[config.mk]
export PLATFORM = sky130hd
export DESIGN_NAME = recurring_timer_event_queue_core
export DESIGN_NICKNAME = d
export VERILOG_FILES = /design/src/hw/rtl/rteq_pkg.sv /design/src/hw/rtl/recurring_timer_event_queue_core.sv /design/src/hw/rtl/rteq_ram.sv
export SDC_FILE = /design/constraint.sdc
export NUM_CORES = 2
export LEC_CHECK = 0
export BUFFER_PORTS_ARGS = -buffer_cell sky130_fd_sc_hd__buf_4
export CELL_PAD_IN_SITES_DETAIL_PLACEMENT = 1
export CELL_PAD_IN_SITES_GLOBAL_PLACEMENT = 2
export CORE_ASPECT_RATIO = 0.8
export CORE_MARGIN = 4
export CORE_UTILIZATION = 47
export DETAILED_ROUTE_END_ITERATION = 12
export GPL_TIMING_DRIVEN = 0
export PLACE_DENSITY = 0.83
export SYNTH_ARGS = -nofsm -noshare
export SYNTH_HDL_FRONTEND = slang
export SYNTH_HIERARCHICAL = 1
export SYNTH_SLANG_ARGS = --single-unit
export TNS_END_PERCENT = 10
[constraint.sdc]
create_clock -name clk -period 7.8 [get_ports clk]
set_input_delay 0.39 -clock clk [delete_from_list [all_inputs] [get_ports clk]]
set_output_delay 0.39 -clock clk [all_outputs]
set_load 0.02 [all_outputs]
[src/hw/rtl/rteq_pkg.sv]
// ----------------------------------------------------------------------------
// rteq_pkg
// Types and constants shared by the recurring timer event queue files.
// ----------------------------------------------------------------------------
package rteq_pkg;

  localparam logic [1:0] FUNC_ADD  = 2'd0;
  localparam logic [1:0] FUNC_DEL  = 2'd1;
  localparam logic [1:0] FUNC_FIRE = 2'd2;

  localparam logic [31:0] DAY_SECONDS  = 32'd86400;
  localparam logic [31:0] WEEK_SECONDS = 32'd604800;
  localparam logic [3:0]  WEEK_DAYS    = 4'd7;
  localparam logic [3:0]  DAILY_CODE   = 4'd8;

  // Reciprocals for exact division by multiplication. A day is 675 << 7
  // seconds, so n / 86400 is (n >> 7) * DAY_RECIP >> 35 for any 32-bit n.
  // A day number below 2^16 divided by seven is d * SEVEN_RECIP >> 19.
  localparam logic [25:0] DAY_RECIP   = 26'd50903317;
  localparam logic [16:0] SEVEN_RECIP = 17'd74899;

  typedef struct packed {
    logic [1:0]  func;
    logic [31:0] now_seconds;
    logic [31:0] task_time;
    logic [3:0]  task_weekday;
    logic [3:0]  task_operation;
    logic        task_on;
  } req_t;

  typedef struct packed {
    logic        ok;
    logic [3:0]  fired_operation;
    logic        fired_on;
    logic        head_valid;
    logic [31:0] head_time;
    logic [4:0]  entry_count;
  } rsp_t;

  typedef struct packed {
    logic [31:0] due_time;
    logic [3:0]  repeat_day;
    logic [3:0]  action_code;
    logic        action_level;
  } entry_t;

endpackage

[src/hw/rtl/recurring_timer_event_queue_core.sv]
// ----------------------------------------------------------------------------
// recurring_timer_event_queue_core
// Pool of timed entries kept as a due-time ordered linked list in RAM.
//
// Usage: a request item on req (valid/ready) carries an add, a delete by due
// time or a fire of the head entry. Each request gives exactly one response
// item on rsp (valid/ready) with the status, the fired action and the list
// head time and length afterwards. One request is worked on at a time; req
// is ready only while the engine is idle.
// Steps: an add scans the busy bits one slot a cycle for a free slot, a weekly
// add or fire divides by 86400 through reciprocal multiplies and then forms
// the target time, every list node visited by an insert or delete is read
// from RAM before it is compared, and linking plus the head read for the
// response come last. req ready rises with rsp valid, at the same edge.
// Reset empties the list at once (busy bits cleared, head null), so no
// clearing pass is needed. If the receiver stalls, the finished response
// waits in the output register and the engine holds before its last step.
// ----------------------------------------------------------------------------
module recurring_timer_event_queue_core #(
  parameter int SLOTS = 16
) (
  input  logic          clk,
  input  logic          rst,
  input  logic          req_valid,
  output logic          req_ready,
  input  rteq_pkg::req_t req,
  output logic          rsp_valid,
  input  logic          rsp_ready,
  output rteq_pkg::rsp_t rsp
);
  import rteq_pkg::*;

  // Link width holds a slot number or the null marker (SLOTS).
  localparam int LW = $clog2(SLOTS + 1);
  localparam int IW = (SLOTS > 1) ? $clog2(SLOTS) : 1;
  localparam logic [LW-1:0] NIL = LW'(SLOTS);

  typedef enum logic [15:0] {
    S_IDLE  = 16'h0001,
    S_SCAN  = 16'h0002,
    S_DIV   = 16'h0004,
    S_WCALC = 16'h0008,
    S_INS   = 16'h0010,
    S_IRD   = 16'h0020,
    S_ICMP  = 16'h0040,
    S_LINKA = 16'h0080,
    S_LINKB = 16'h0100,
    S_DRD   = 16'h0200,
    S_DCMP  = 16'h0400,
    S_FRD   = 16'h0800,
    S_FPOP  = 16'h1000,
    S_HSET  = 16'h2000,
    S_HRD   = 16'h4000,
    S_HCAP  = 16'h8000
  } state_t;

  state_t state;

  // Request fields held for the whole operation.
  logic [31:0] now_s;
  logic [31:0] key_time;
  logic [3:0]  ent_wd;
  logic [3:0]  ent_op;
  logic        ent_on;

  logic [LW-1:0] head;
  logic [LW-1:0] cnt;
  logic [SLOTS-1:0] busy;

  logic [IW-1:0] scan;
  logic [LW-1:0] slot;
  logic [LW-1:0] ptr;
  logic [LW-1:0] prev;
  logic [LW-1:0] nxt;
  logic          first;
  logic [31:0]   tnew;
  logic          ok;
  logic [3:0]    f_op;
  logic          f_on;

  // Divide by one day in three steps: day numbers of now and of the entry
  // time, then both remainders and the day number of now divided by seven,
  // then that day number reduced mod 7.
  logic [31:0] dn;
  logic [31:0] dt;
  logic [15:0] qn;
  logic [15:0] qt;
  logic [13:0] qd;
  logic [16:0] rn;
  logic [16:0] rt;
  logic [2:0]  q7;
  logic [1:0]  dcnt;

  // RAM ports.
  entry_t        ent_rd;
  logic          ent_we;
  entry_t        ent_wr;
  logic [LW-1:0] lk_rd;
  logic          lk_we;
  logic [LW-1:0] lk_waddr;
  logic [LW-1:0] lk_wdata;

  rteq_ram #(.WIDTH($bits(entry_t)), .DEPTH(SLOTS)) u_entry_ram (
    .clk   (clk),
    .we    (ent_we),
    .waddr (slot[IW-1:0]),
    .wdata (ent_wr),
    .raddr (ptr[IW-1:0]),
    .rdata (ent_rd)
  );

  rteq_ram #(.WIDTH(LW), .DEPTH(SLOTS)) u_link_ram (
    .clk   (clk),
    .we    (lk_we),
    .waddr (lk_waddr[IW-1:0]),
    .wdata (lk_wdata),
    .raddr (ptr[IW-1:0]),
    .rdata (lk_rd)
  );

  // Reciprocal products for the divide steps.
  logic [50:0] qn_prod;
  logic [50:0] qt_prod;
  logic [32:0] qd_prod;

  assign qn_prod = dn[31:7] * DAY_RECIP;
  assign qt_prod = dt[31:7] * DAY_RECIP;
  assign qd_prod = qn * SEVEN_RECIP;

  // Weekly target from the divide results.
  logic [3:0]  today;
  logic [3:0]  ahead;
  logic [31:0] week_time;

  always_comb begin
    today = {1'b0, q7} + 4'd3;
    if (today >= WEEK_DAYS) begin
      today = today - WEEK_DAYS;
    end
    today = today + 4'd1;
    if (ent_wd > today) begin
      ahead = ent_wd - today;
    end else if (ent_wd == today && rt > rn) begin
      ahead = 4'd0;
    end else begin
      ahead = ent_wd + WEEK_DAYS - today;
    end
    week_time = now_s - 32'(rn) + 32'(ahead) * DAY_SECONDS + 32'(rt);
  end

  logic weekly_in;
  logic weekly_rd;
  logic ins_stop;

  assign weekly_in = (ent_wd >= 4'd1) && (ent_wd <= WEEK_DAYS);
  assign weekly_rd = (ent_rd.repeat_day >= 4'd1) && (ent_rd.repeat_day <= WEEK_DAYS);
  assign ins_stop  = first ? (tnew <= ent_rd.due_time) : (tnew < ent_rd.due_time);

  // RAM write controls.
  always_comb begin
    ent_we   = (state == S_INS);
    ent_wr   = '{due_time: tnew, repeat_day: ent_wd, action_code: ent_op,
                 action_level: ent_on};
    lk_we    = 1'b0;
    lk_waddr = slot;
    lk_wdata = NIL;
    case (state)
      S_INS: begin
        lk_we = (head == NIL);
      end
      S_ICMP: begin
        lk_we    = ins_stop && first;
        lk_wdata = ptr;
      end
      S_LINKA: begin
        lk_we    = 1'b1;
        lk_wdata = nxt;
      end
      S_LINKB: begin
        lk_we    = 1'b1;
        lk_waddr = prev;
        lk_wdata = slot;
      end
      S_DCMP: begin
        lk_we    = (ent_rd.due_time == key_time) && (prev != NIL);
        lk_waddr = prev;
        lk_wdata = lk_rd;
      end
      default: begin
        lk_we = 1'b0;
      end
    endcase
  end

  assign req_ready = (state == S_IDLE);

  always_ff @(posedge clk) begin
    if (rst) begin
      state     <= S_IDLE;
      head      <= NIL;
      cnt       <= '0;
      busy      <= '0;
      rsp_valid <= 1'b0;
    end else begin
      // A response taken while a new one is loaded is replaced in S_HCAP.
      if (rsp_valid && rsp_ready && state != S_HCAP) begin
        rsp_valid <= 1'b0;
      end
      case (state)
        S_IDLE: begin
          if (req_valid) begin
            now_s    <= req.now_seconds;
            key_time <= req.task_time;
            ent_wd   <= req.task_weekday;
            ent_op   <= req.task_operation;
            ent_on   <= req.task_on;
            ok       <= 1'b0;
            f_op     <= '0;
            f_on     <= 1'b0;
            first    <= 1'b1;
            prev     <= NIL;
            scan     <= '0;
            case (req.func)
              FUNC_ADD: begin
                state <= S_SCAN;
              end
              FUNC_DEL: begin
                ptr   <= head;
                state <= (head == NIL) ? S_HSET : S_DRD;
              end
              FUNC_FIRE: begin
                ptr   <= head;
                slot  <= head;
                state <= (head == NIL) ? S_HSET : S_FRD;
              end
              default: begin
                state <= S_HSET;
              end
            endcase
          end
        end
        S_SCAN: begin
          if (!busy[scan]) begin
            slot       <= LW'(scan);
            busy[scan] <= 1'b1;
            tnew       <= key_time;
            dn         <= now_s;
            dt         <= key_time;
            dcnt       <= '0;
            state      <= weekly_in ? S_DIV : S_INS;
          end else if (scan == IW'(SLOTS - 1)) begin
            state <= S_HSET;
          end else begin
            scan <= scan + IW'(1);
          end
        end
        S_DIV: begin
          dcnt <= dcnt + 2'd1;
          if (dcnt == 2'd0) begin
            qn <= qn_prod[50:35];
            qt <= qt_prod[50:35];
          end else if (dcnt == 2'd1) begin
            rn <= 17'(dn - 32'(qn) * DAY_SECONDS);
            rt <= 17'(dt - 32'(qt) * DAY_SECONDS);
            qd <= qd_prod[32:19];
          end else begin
            q7    <= 3'(qn - 16'(qd) * 16'd7);
            state <= S_WCALC;
          end
        end
        S_WCALC: begin
          tnew  <= week_time;
          state <= S_INS;
        end
        S_INS: begin
          cnt <= cnt + LW'(1);
          ok  <= 1'b1;
          if (head == NIL) begin
            head  <= slot;
            state <= S_HSET;
          end else begin
            ptr   <= head;
            first <= 1'b1;
            state <= S_IRD;
          end
        end
        S_IRD: begin
          state <= S_ICMP;
        end
        S_ICMP: begin
          if (ins_stop) begin
            if (first) begin
              head  <= slot;
              state <= S_HSET;
            end else begin
              nxt   <= ptr;
              state <= S_LINKA;
            end
          end else begin
            prev  <= ptr;
            first <= 1'b0;
            if (lk_rd == NIL) begin
              nxt   <= NIL;
              state <= S_LINKA;
            end else begin
              ptr   <= lk_rd;
              state <= S_IRD;
            end
          end
        end
        S_LINKA: begin
          state <= S_LINKB;
        end
        S_LINKB: begin
          state <= S_HSET;
        end
        S_DRD: begin
          state <= S_DCMP;
        end
        S_DCMP: begin
          if (ent_rd.due_time == key_time) begin
            if (prev == NIL) begin
              head <= lk_rd;
            end
            busy[ptr[IW-1:0]] <= 1'b0;
            cnt   <= cnt - LW'(1);
            ok    <= 1'b1;
            state <= S_HSET;
          end else begin
            prev <= ptr;
            if (lk_rd == NIL) begin
              state <= S_HSET;
            end else begin
              ptr   <= lk_rd;
              state <= S_DRD;
            end
          end
        end
        S_FRD: begin
          state <= S_FPOP;
        end
        S_FPOP: begin
          f_op   <= ent_rd.action_code;
          f_on   <= ent_rd.action_level;
          ent_wd <= ent_rd.repeat_day;
          ent_op <= ent_rd.action_code;
          ent_on <= ent_rd.action_level;
          head   <= lk_rd;
          cnt    <= cnt - LW'(1);
          ok     <= 1'b1;
          tnew   <= ent_rd.due_time + DAY_SECONDS;
          dn     <= now_s;
          dt     <= ent_rd.due_time + WEEK_SECONDS;
          dcnt   <= '0;
          if (ent_rd.repeat_day == DAILY_CODE) begin
            state <= S_INS;
          end else if (weekly_rd) begin
            state <= S_DIV;
          end else begin
            busy[slot[IW-1:0]] <= 1'b0;
            state <= S_HSET;
          end
        end
        S_HSET: begin
          ptr   <= head;
          state <= S_HRD;
        end
        S_HRD: begin
          state <= S_HCAP;
        end
        S_HCAP: begin
          if (!rsp_valid || rsp_ready) begin
            rsp_valid           <= 1'b1;
            rsp.ok              <= ok;
            rsp.fired_operation <= f_op;
            rsp.fired_on        <= f_on;
            rsp.head_valid      <= (head != NIL);
            rsp.head_time       <= (head != NIL) ? ent_rd.due_time : 32'd0;
            rsp.entry_count     <= 5'(cnt);
            state               <= S_IDLE;
          end
        end
        default: begin
          state <= S_IDLE;
        end
      endcase
    end
  end

endmodule

[src/hw/rtl/rteq_ram.sv]
// ----------------------------------------------------------------------------
// rteq_ram
// Simple dual-port RAM: one write port, one read port with registered data.
// ----------------------------------------------------------------------------
module rteq_ram #(
  parameter int WIDTH = 8,
  parameter int DEPTH = 16,
  localparam int AW = (DEPTH > 1) ? $clog2(DEPTH) : 1
) (
  input  logic             clk,
  input  logic             we,
  input  logic [AW-1:0]    waddr,
  input  logic [WIDTH-1:0] wdata,
  input  logic [AW-1:0]    raddr,
  output logic [WIDTH-1:0] rdata
);

  logic [WIDTH-1:0] mem [DEPTH];

  always_ff @(posedge clk) begin
    if (we) begin
      mem[waddr] <= wdata;
    end
    rdata <= mem[raddr];
  end

endmodule

==> metrics.txt <==
# TYPE chip_impl_metric gauge
chip_impl_metric{name="drive_above_1_share",unit=""} 0.123
chip_impl_metric{name="max_slew_margin",unit=""} 0.0501
chip_impl_metric{name="gp_routability_congestion",unit=""} 0.918
chip_impl_metric{name="leakagePower",unit="nW"} 32.4
chip_impl_info{name="timing.rr.start",value="q7[0]$_DFFE_PP_"} 1
chip_impl_info{name="worst_setup_path_end_kind",value="flop"} 1
chip_impl_metric{name="synth.ff_latch_count",unit=""} 1137
chip_impl_metric{name="detail_route.vias_per_cell",unit=""} 5.79
chip_impl_info{name="status",value="finished clean"} 1
chip_impl_metric{name="rows",unit=""} 126
chip_impl_metric{name="synthesis.area",unit="mm^2"} 0.0703
chip_impl_metric{name="routed_wirelength",unit="um"} 209000
chip_impl_metric{name="drt_first_iter_violations",unit=""} 4085
chip_impl_metric{name="finalCritPeriodShare",unit=""} 0.952
chip_impl_metric{name="cts_num_sinks",unit=""} 1137
chip_impl_metric{name="first_global_vias",unit=""} 47441
chip_impl_metric{name="r2r_slack",unit="ps"} 380
chip_impl_metric{name="timing.reg2reg.worst_path_depth",unit=""} 36
chip_impl_metric{name="die_h",unit="um"} 354
chip_impl_metric{name="die-width",unit="um"} 440
chip_impl_metric{name="postRouteAntennaNets",unit=""} 0
chip_impl_metric{name="met3_wirelength",unit="um"} 15800
chip_impl_metric{name="grt_util_all_layers",unit=""} 0.271
chip_impl_metric{name="critPathMaxStageDelay",unit="ps"} 390
chip_impl_metric{name="grt_antenna_before_repair",unit=""} 9
chip_impl_metric{name="power.density_cell_area",unit="mW/mm^2"} 205
chip_impl_metric{name="max_freq",unit="GHz"} 0.135
chip_impl_metric{name="postSynth.asyncResetShare",unit=""} 0
chip_impl_metric{name="final_worst_path_period_need",unit="ps"} 7420
chip_impl_metric{name="post_synth_edffs",unit=""} 1048
chip_impl_metric{name="final_nets",unit=""} 6891
chip_impl_metric{name="cts-buffers-inserted",unit=""} 111
chip_impl_info{name="min_delay_worst_endpoint",value="busy[14]$_SDFFE_PP0P_"} 1
chip_impl_metric{name="globalRouteOverflowTotal",unit=""} 0
chip_impl_metric{name="place_hpwl",unit="um"} 157000
chip_impl_info{name="clk_root_buffer_cell",value="sky130_fd_sc_hd__clkbuf_16"} 1
chip_impl_metric{name="htree_levels",unit=""} 3
chip_impl_metric{name="synth.distinct_cells",unit=""} 90
chip_impl_metric{name="timing_max_transition_violations_final",unit=""} 0
chip_impl_metric{name="worst_clock_skew",unit="ps"} 75.1
chip_impl_info{name="critical-path-slowest-cell",value="sky130_fd_sc_hd__ha_1"} 1
chip_impl_metric{name="multi_input_comb_area",unit="mm^2"} 0.0336
chip_impl_metric{name="tightestPinTransition",unit="ps"} 1420
chip_impl_metric{name="syn_inst",unit=""} 5170
chip_impl_metric{name="post_layout_nonfiller_instances",unit=""} 7645
chip_impl_metric{name="length_of_the_first_detailed_routing_pass_in_iterations",unit=""} 5
chip_impl_metric{name="drv.max_cap_violation_count",unit=""} 0
chip_impl_info{name="highest_layer",value="met4"} 1
chip_impl_metric{name="vdd_ir_drop_max",unit="uV"} 247
chip_impl_metric{name="clock_transition_at_path_regs",unit="ps"} 70
chip_impl_metric{name="route.detailed.wl_per_inst",unit="um"} 27.4
chip_impl_metric{name="initial_util",unit=""} 0.475
chip_impl_metric{name="critPathRequiredTime",unit="ps"} 8270
chip_impl_metric{name="areaGrowthSynthToFinish",unit="%"} 13.3
chip_impl_metric{name="placed_cells_incl_taps",unit=""} 7333
chip_impl_metric{name="path_max_fanout",unit=""} 5
chip_impl_metric{name="net_count_after_synthesis",unit=""} 6501
chip_impl_info{name="hold_start",value="rst"} 1
chip_impl_metric{name="place.port_buffers",unit=""} 124
chip_impl_metric{name="synth-seq-area-share",unit=""} 0.473
chip_impl_metric{name="cts-root-to-sink-buffers",unit=""} 3
chip_impl_metric{name="met1_length",unit="um"} 89200
chip_impl_metric{name="pin_count",unit=""} 125
chip_impl_info{name="critPathKind",value="reg -> reg"} 1
chip_impl_metric{name="route.met2.wl",unit="um"} 97300
chip_impl_metric{name="min_path_cells",unit=""} 4
chip_impl_metric{name="post-route-drc-count",unit=""} 0
chip_impl_info{name="tritoncts",value="built"} 1
chip_impl_metric{name="global_route_wire_length_before_repair",unit="um"} 312000
chip_impl_metric{name="die_area",unit="mm^2"} 0.156
chip_impl_info{name="postSynth.topFlopCell",value="sky130_fd_sc_hd__edfxtp_1"} 1
chip_impl_metric{name="synth.yosys.warnings",unit=""} 6
chip_impl_metric{name="finalPower",unit="mW"} 16.3
chip_impl_metric{name="grt_max_degree",unit=""} 29
chip_impl_metric{name="clk_latency",unit="ps"} 810
chip_impl_info{name="hold_path.class",value="in -> reg"} 1
chip_impl_metric{name="postSynthAreaPerCell",unit="um^2"} 13.6
chip_impl_metric{name="holdWs",unit="ps"} 68.9
chip_impl_info{name="setup.worst_path.start_class",value="flop"} 1
chip_impl_metric{name="fillCellCount",unit=""} 14555
chip_impl_metric{name="num_vias",unit=""} 44251
chip_impl_metric{name="final-hold-violation-count",unit=""} 0
chip_impl_info{name="cpMostUsedCell",value="sky130_fd_sc_hd__ha_1"} 1
chip_impl_metric{name="crit_arrival",unit="ps"} 7890
chip_impl_metric{name="setup-tns-final",unit="ps"} 0
chip_impl_metric{name="timing.final.setup_violations",unit=""} 0
chip_impl_metric{name="seq_area",unit="mm^2"} 0.0333
chip_impl_info{name="crit-reg2reg-capture",value="tnew[31]$_DFFE_PP_"} 1
chip_impl_metric{name="fp.coreArea",unit="mm^2"} 0.148
area by class of cell:
cell class / count / share of cell area
repair buffers: 277 / 0.0339
diodes: 3 / 0.0000943
plain buffers: 132 / 0.00747
multi-input cells: 3063 / 0.423
well taps: 1984 / 0.0312
clock inverters: 59 / 0.00860
clock buffers: 152 / 0.0390
inverters: 838 / 0.0395
flip-flops and latches: 1137 / 0.418
layout by cell type (no fill, tap or decap), types with 105 or more instances in the layout:
| cell type | n |
|---|---|
| sky130_fd_sc_hd__edfxtp_1 | 1048 |
| sky130_fd_sc_hd__inv_1 | 833 |
| sky130_fd_sc_hd__ha_1 | 805 |
| sky130_fd_sc_hd__fa_1 | 441 |
| sky130_fd_sc_hd__nand2_1 | 213 |
| sky130_fd_sc_hd__mux4_2 | 187 |
| sky130_fd_sc_hd__buf_4 | 162 |
| sky130_fd_sc_hd__nor2_1 | 153 |
| sky130_fd_sc_hd__xnor2_1 | 153 |
| sky130_fd_sc_hd__a21oi_1 | 133 |
| sky130_fd_sc_hd__o21ai_0 | 120 |
| sky130_fd_sc_hd__clkbuf_16 | 112 |
| sky130_fd_sc_hd__clkbuf_1 | 105 |
how the worst max path moves through the flow:
stage                          start            endpoint  slack (ps)  cells after the start
2_1_floorplan  scan[0]$_SDFFCE_PN0P_     dn[0]$_DFFE_PP_         640                      6
3_3_place_gp   scan[0]$_SDFFCE_PN0P_    dn[31]$_DFFE_PP_       -3390                      6
3_5_place_dp         q7[0]$_DFFE_PP_  tnew[30]$_DFFE_PP_        -550                     31
4_1_cts              q7[0]$_DFFE_PP_  tnew[29]$_DFFE_PP_           8                     33
5_1_grt              q7[0]$_DFFE_PP_  tnew[28]$_DFFE_PP_         -70                     33
6_report             q7[0]$_DFFE_PP_  tnew[31]$_DFFE_PP_         380                     36
power by group:
group	switching (mW)	leakage, nW	internal (mW)
logic	2.20	20.5	1.55
clock network	2.50	1.83	3.08
registers	0.211	10.1	6.75
total	4.91	32.4	11.4
state kept, by name (all words and copies together), names as in the netlist, 32 cells and up:
register / cells
u_entry_ram/mem: 656
key_time: 32
now_s: 32
rsp: 44
u_link_ram/mem: 80
dt: 32
dn: 32
u_entry_ram/rdata: 41
tnew: 32
synthesized netlist by cell type (15+ instances only):
| master | n | share of area |
|---|---|---|
| sky130_fd_sc_hd__and2_1 | 28 | 0.0025 |
| sky130_fd_sc_hd__dfxtp_1 | 89 | 0.025 |
| sky130_fd_sc_hd__nor3b_1 | 15 | 0.0016 |
| sky130_fd_sc_hd__fa_1 | 442 | 0.13 |
| sky130_fd_sc_hd__a21oi_1 | 139 | 0.0099 |
| sky130_fd_sc_hd__and3_1 | 15 | 0.0013 |
| sky130_fd_sc_hd__o21bai_1 | 16 | 0.0017 |
| sky130_fd_sc_hd__nor4_1 | 18 | 0.0016 |
| sky130_fd_sc_hd__nor2_1 | 170 | 0.0091 |
| sky130_fd_sc_hd__xnor2_1 | 156 | 0.019 |
| sky130_fd_sc_hd__clkbuf_1 | 80 | 0.0043 |
| sky130_fd_sc_hd__a211oi_1 | 25 | 0.0027 |
| sky130_fd_sc_hd__o21a_1 | 19 | 0.0020 |
| sky130_fd_sc_hd__nor2b_1 | 43 | 0.0038 |
| sky130_fd_sc_hd__nand2_1 | 213 | 0.011 |
| sky130_fd_sc_hd__nand3_1 | 48 | 0.0034 |
| sky130_fd_sc_hd__o211ai_1 | 15 | 0.0016 |
| sky130_fd_sc_hd__buf_1 | 15 | 0.00080 |
| sky130_fd_sc_hd__a21o_1 | 65 | 0.0069 |
| sky130_fd_sc_hd__buf_2 | 23 | 0.0016 |
| sky130_fd_sc_hd__a22oi_1 | 103 | 0.011 |
| sky130_fd_sc_hd__a31oi_1 | 50 | 0.0045 |
| sky130_fd_sc_hd__ha_1 | 810 | 0.14 |
| sky130_fd_sc_hd__nand3b_1 | 19 | 0.0020 |
| sky130_fd_sc_hd__xor2_1 | 50 | 0.0062 |
| sky130_fd_sc_hd__nor3_1 | 73 | 0.0052 |
| sky130_fd_sc_hd__edfxtp_1 | 1048 | 0.45 |
| sky130_fd_sc_hd__o21ai_0 | 122 | 0.0087 |
| sky130_fd_sc_hd__inv_1 | 835 | 0.045 |
| sky130_fd_sc_hd__nand4_1 | 37 | 0.0033 |
| sky130_fd_sc_hd__nand2b_1 | 23 | 0.0020 |
| sky130_fd_sc_hd__mux4_2 | 187 | 0.060 |
critical path: cells and delay by family, from the launching register on:
family                   cells  cell delay [ps]
adder cells (fa/ha/maj)      8             1920
AND/OR/NAND/NOR              4              600
AO/OA/AOI/OAI               17             3260
XOR/XNOR                     3              720
flip-flops                   1              380
buffers and inverters        4              310
metal layers:
metal	track usage	up-vias
met3	0.0515	309
li1	-	19250
met5	0	-
met4	0.0817	0
met2	0.430	1652
met1	0.382	23040
through the flow:
stage,cell area [um^2],worst slack [ps],utilization
finish,79600,377,0.538
global route,79600,-73.4,0.538
CTS,79300,7.88,0.536
detailed placement,74700,-550,0.504
global placement,73700,-3390,0.498
floorplan,70300,643,-
cells by family after synthesis:
| logic type | after synthesis | share of synthesized area |
|---|---|---|
| mux | 211 | 0.0640 |
| flops | 1137 | 0.473 |
| compound gates | 636 | 0.0590 |
| simple gates | 757 | 0.0542 |
| xor+xnor | 207 | 0.0260 |
| fa+ha+maj | 1252 | 0.270 |
| buf+inv | 970 | 0.0532 |
what timing repair did:
item / in CTS / in global routing
endpoints found under the setup margin: 11 / 26
cloned: 0 / 0
pin swaps: 0 / 7
hold buffers: 74 / 0
gates resized for setup: 18 / 26
hold endpoints to repair: 75 / 0
buffers inserted: 0 / 24
Note: power is estimated with default switching activity, not from simulation.
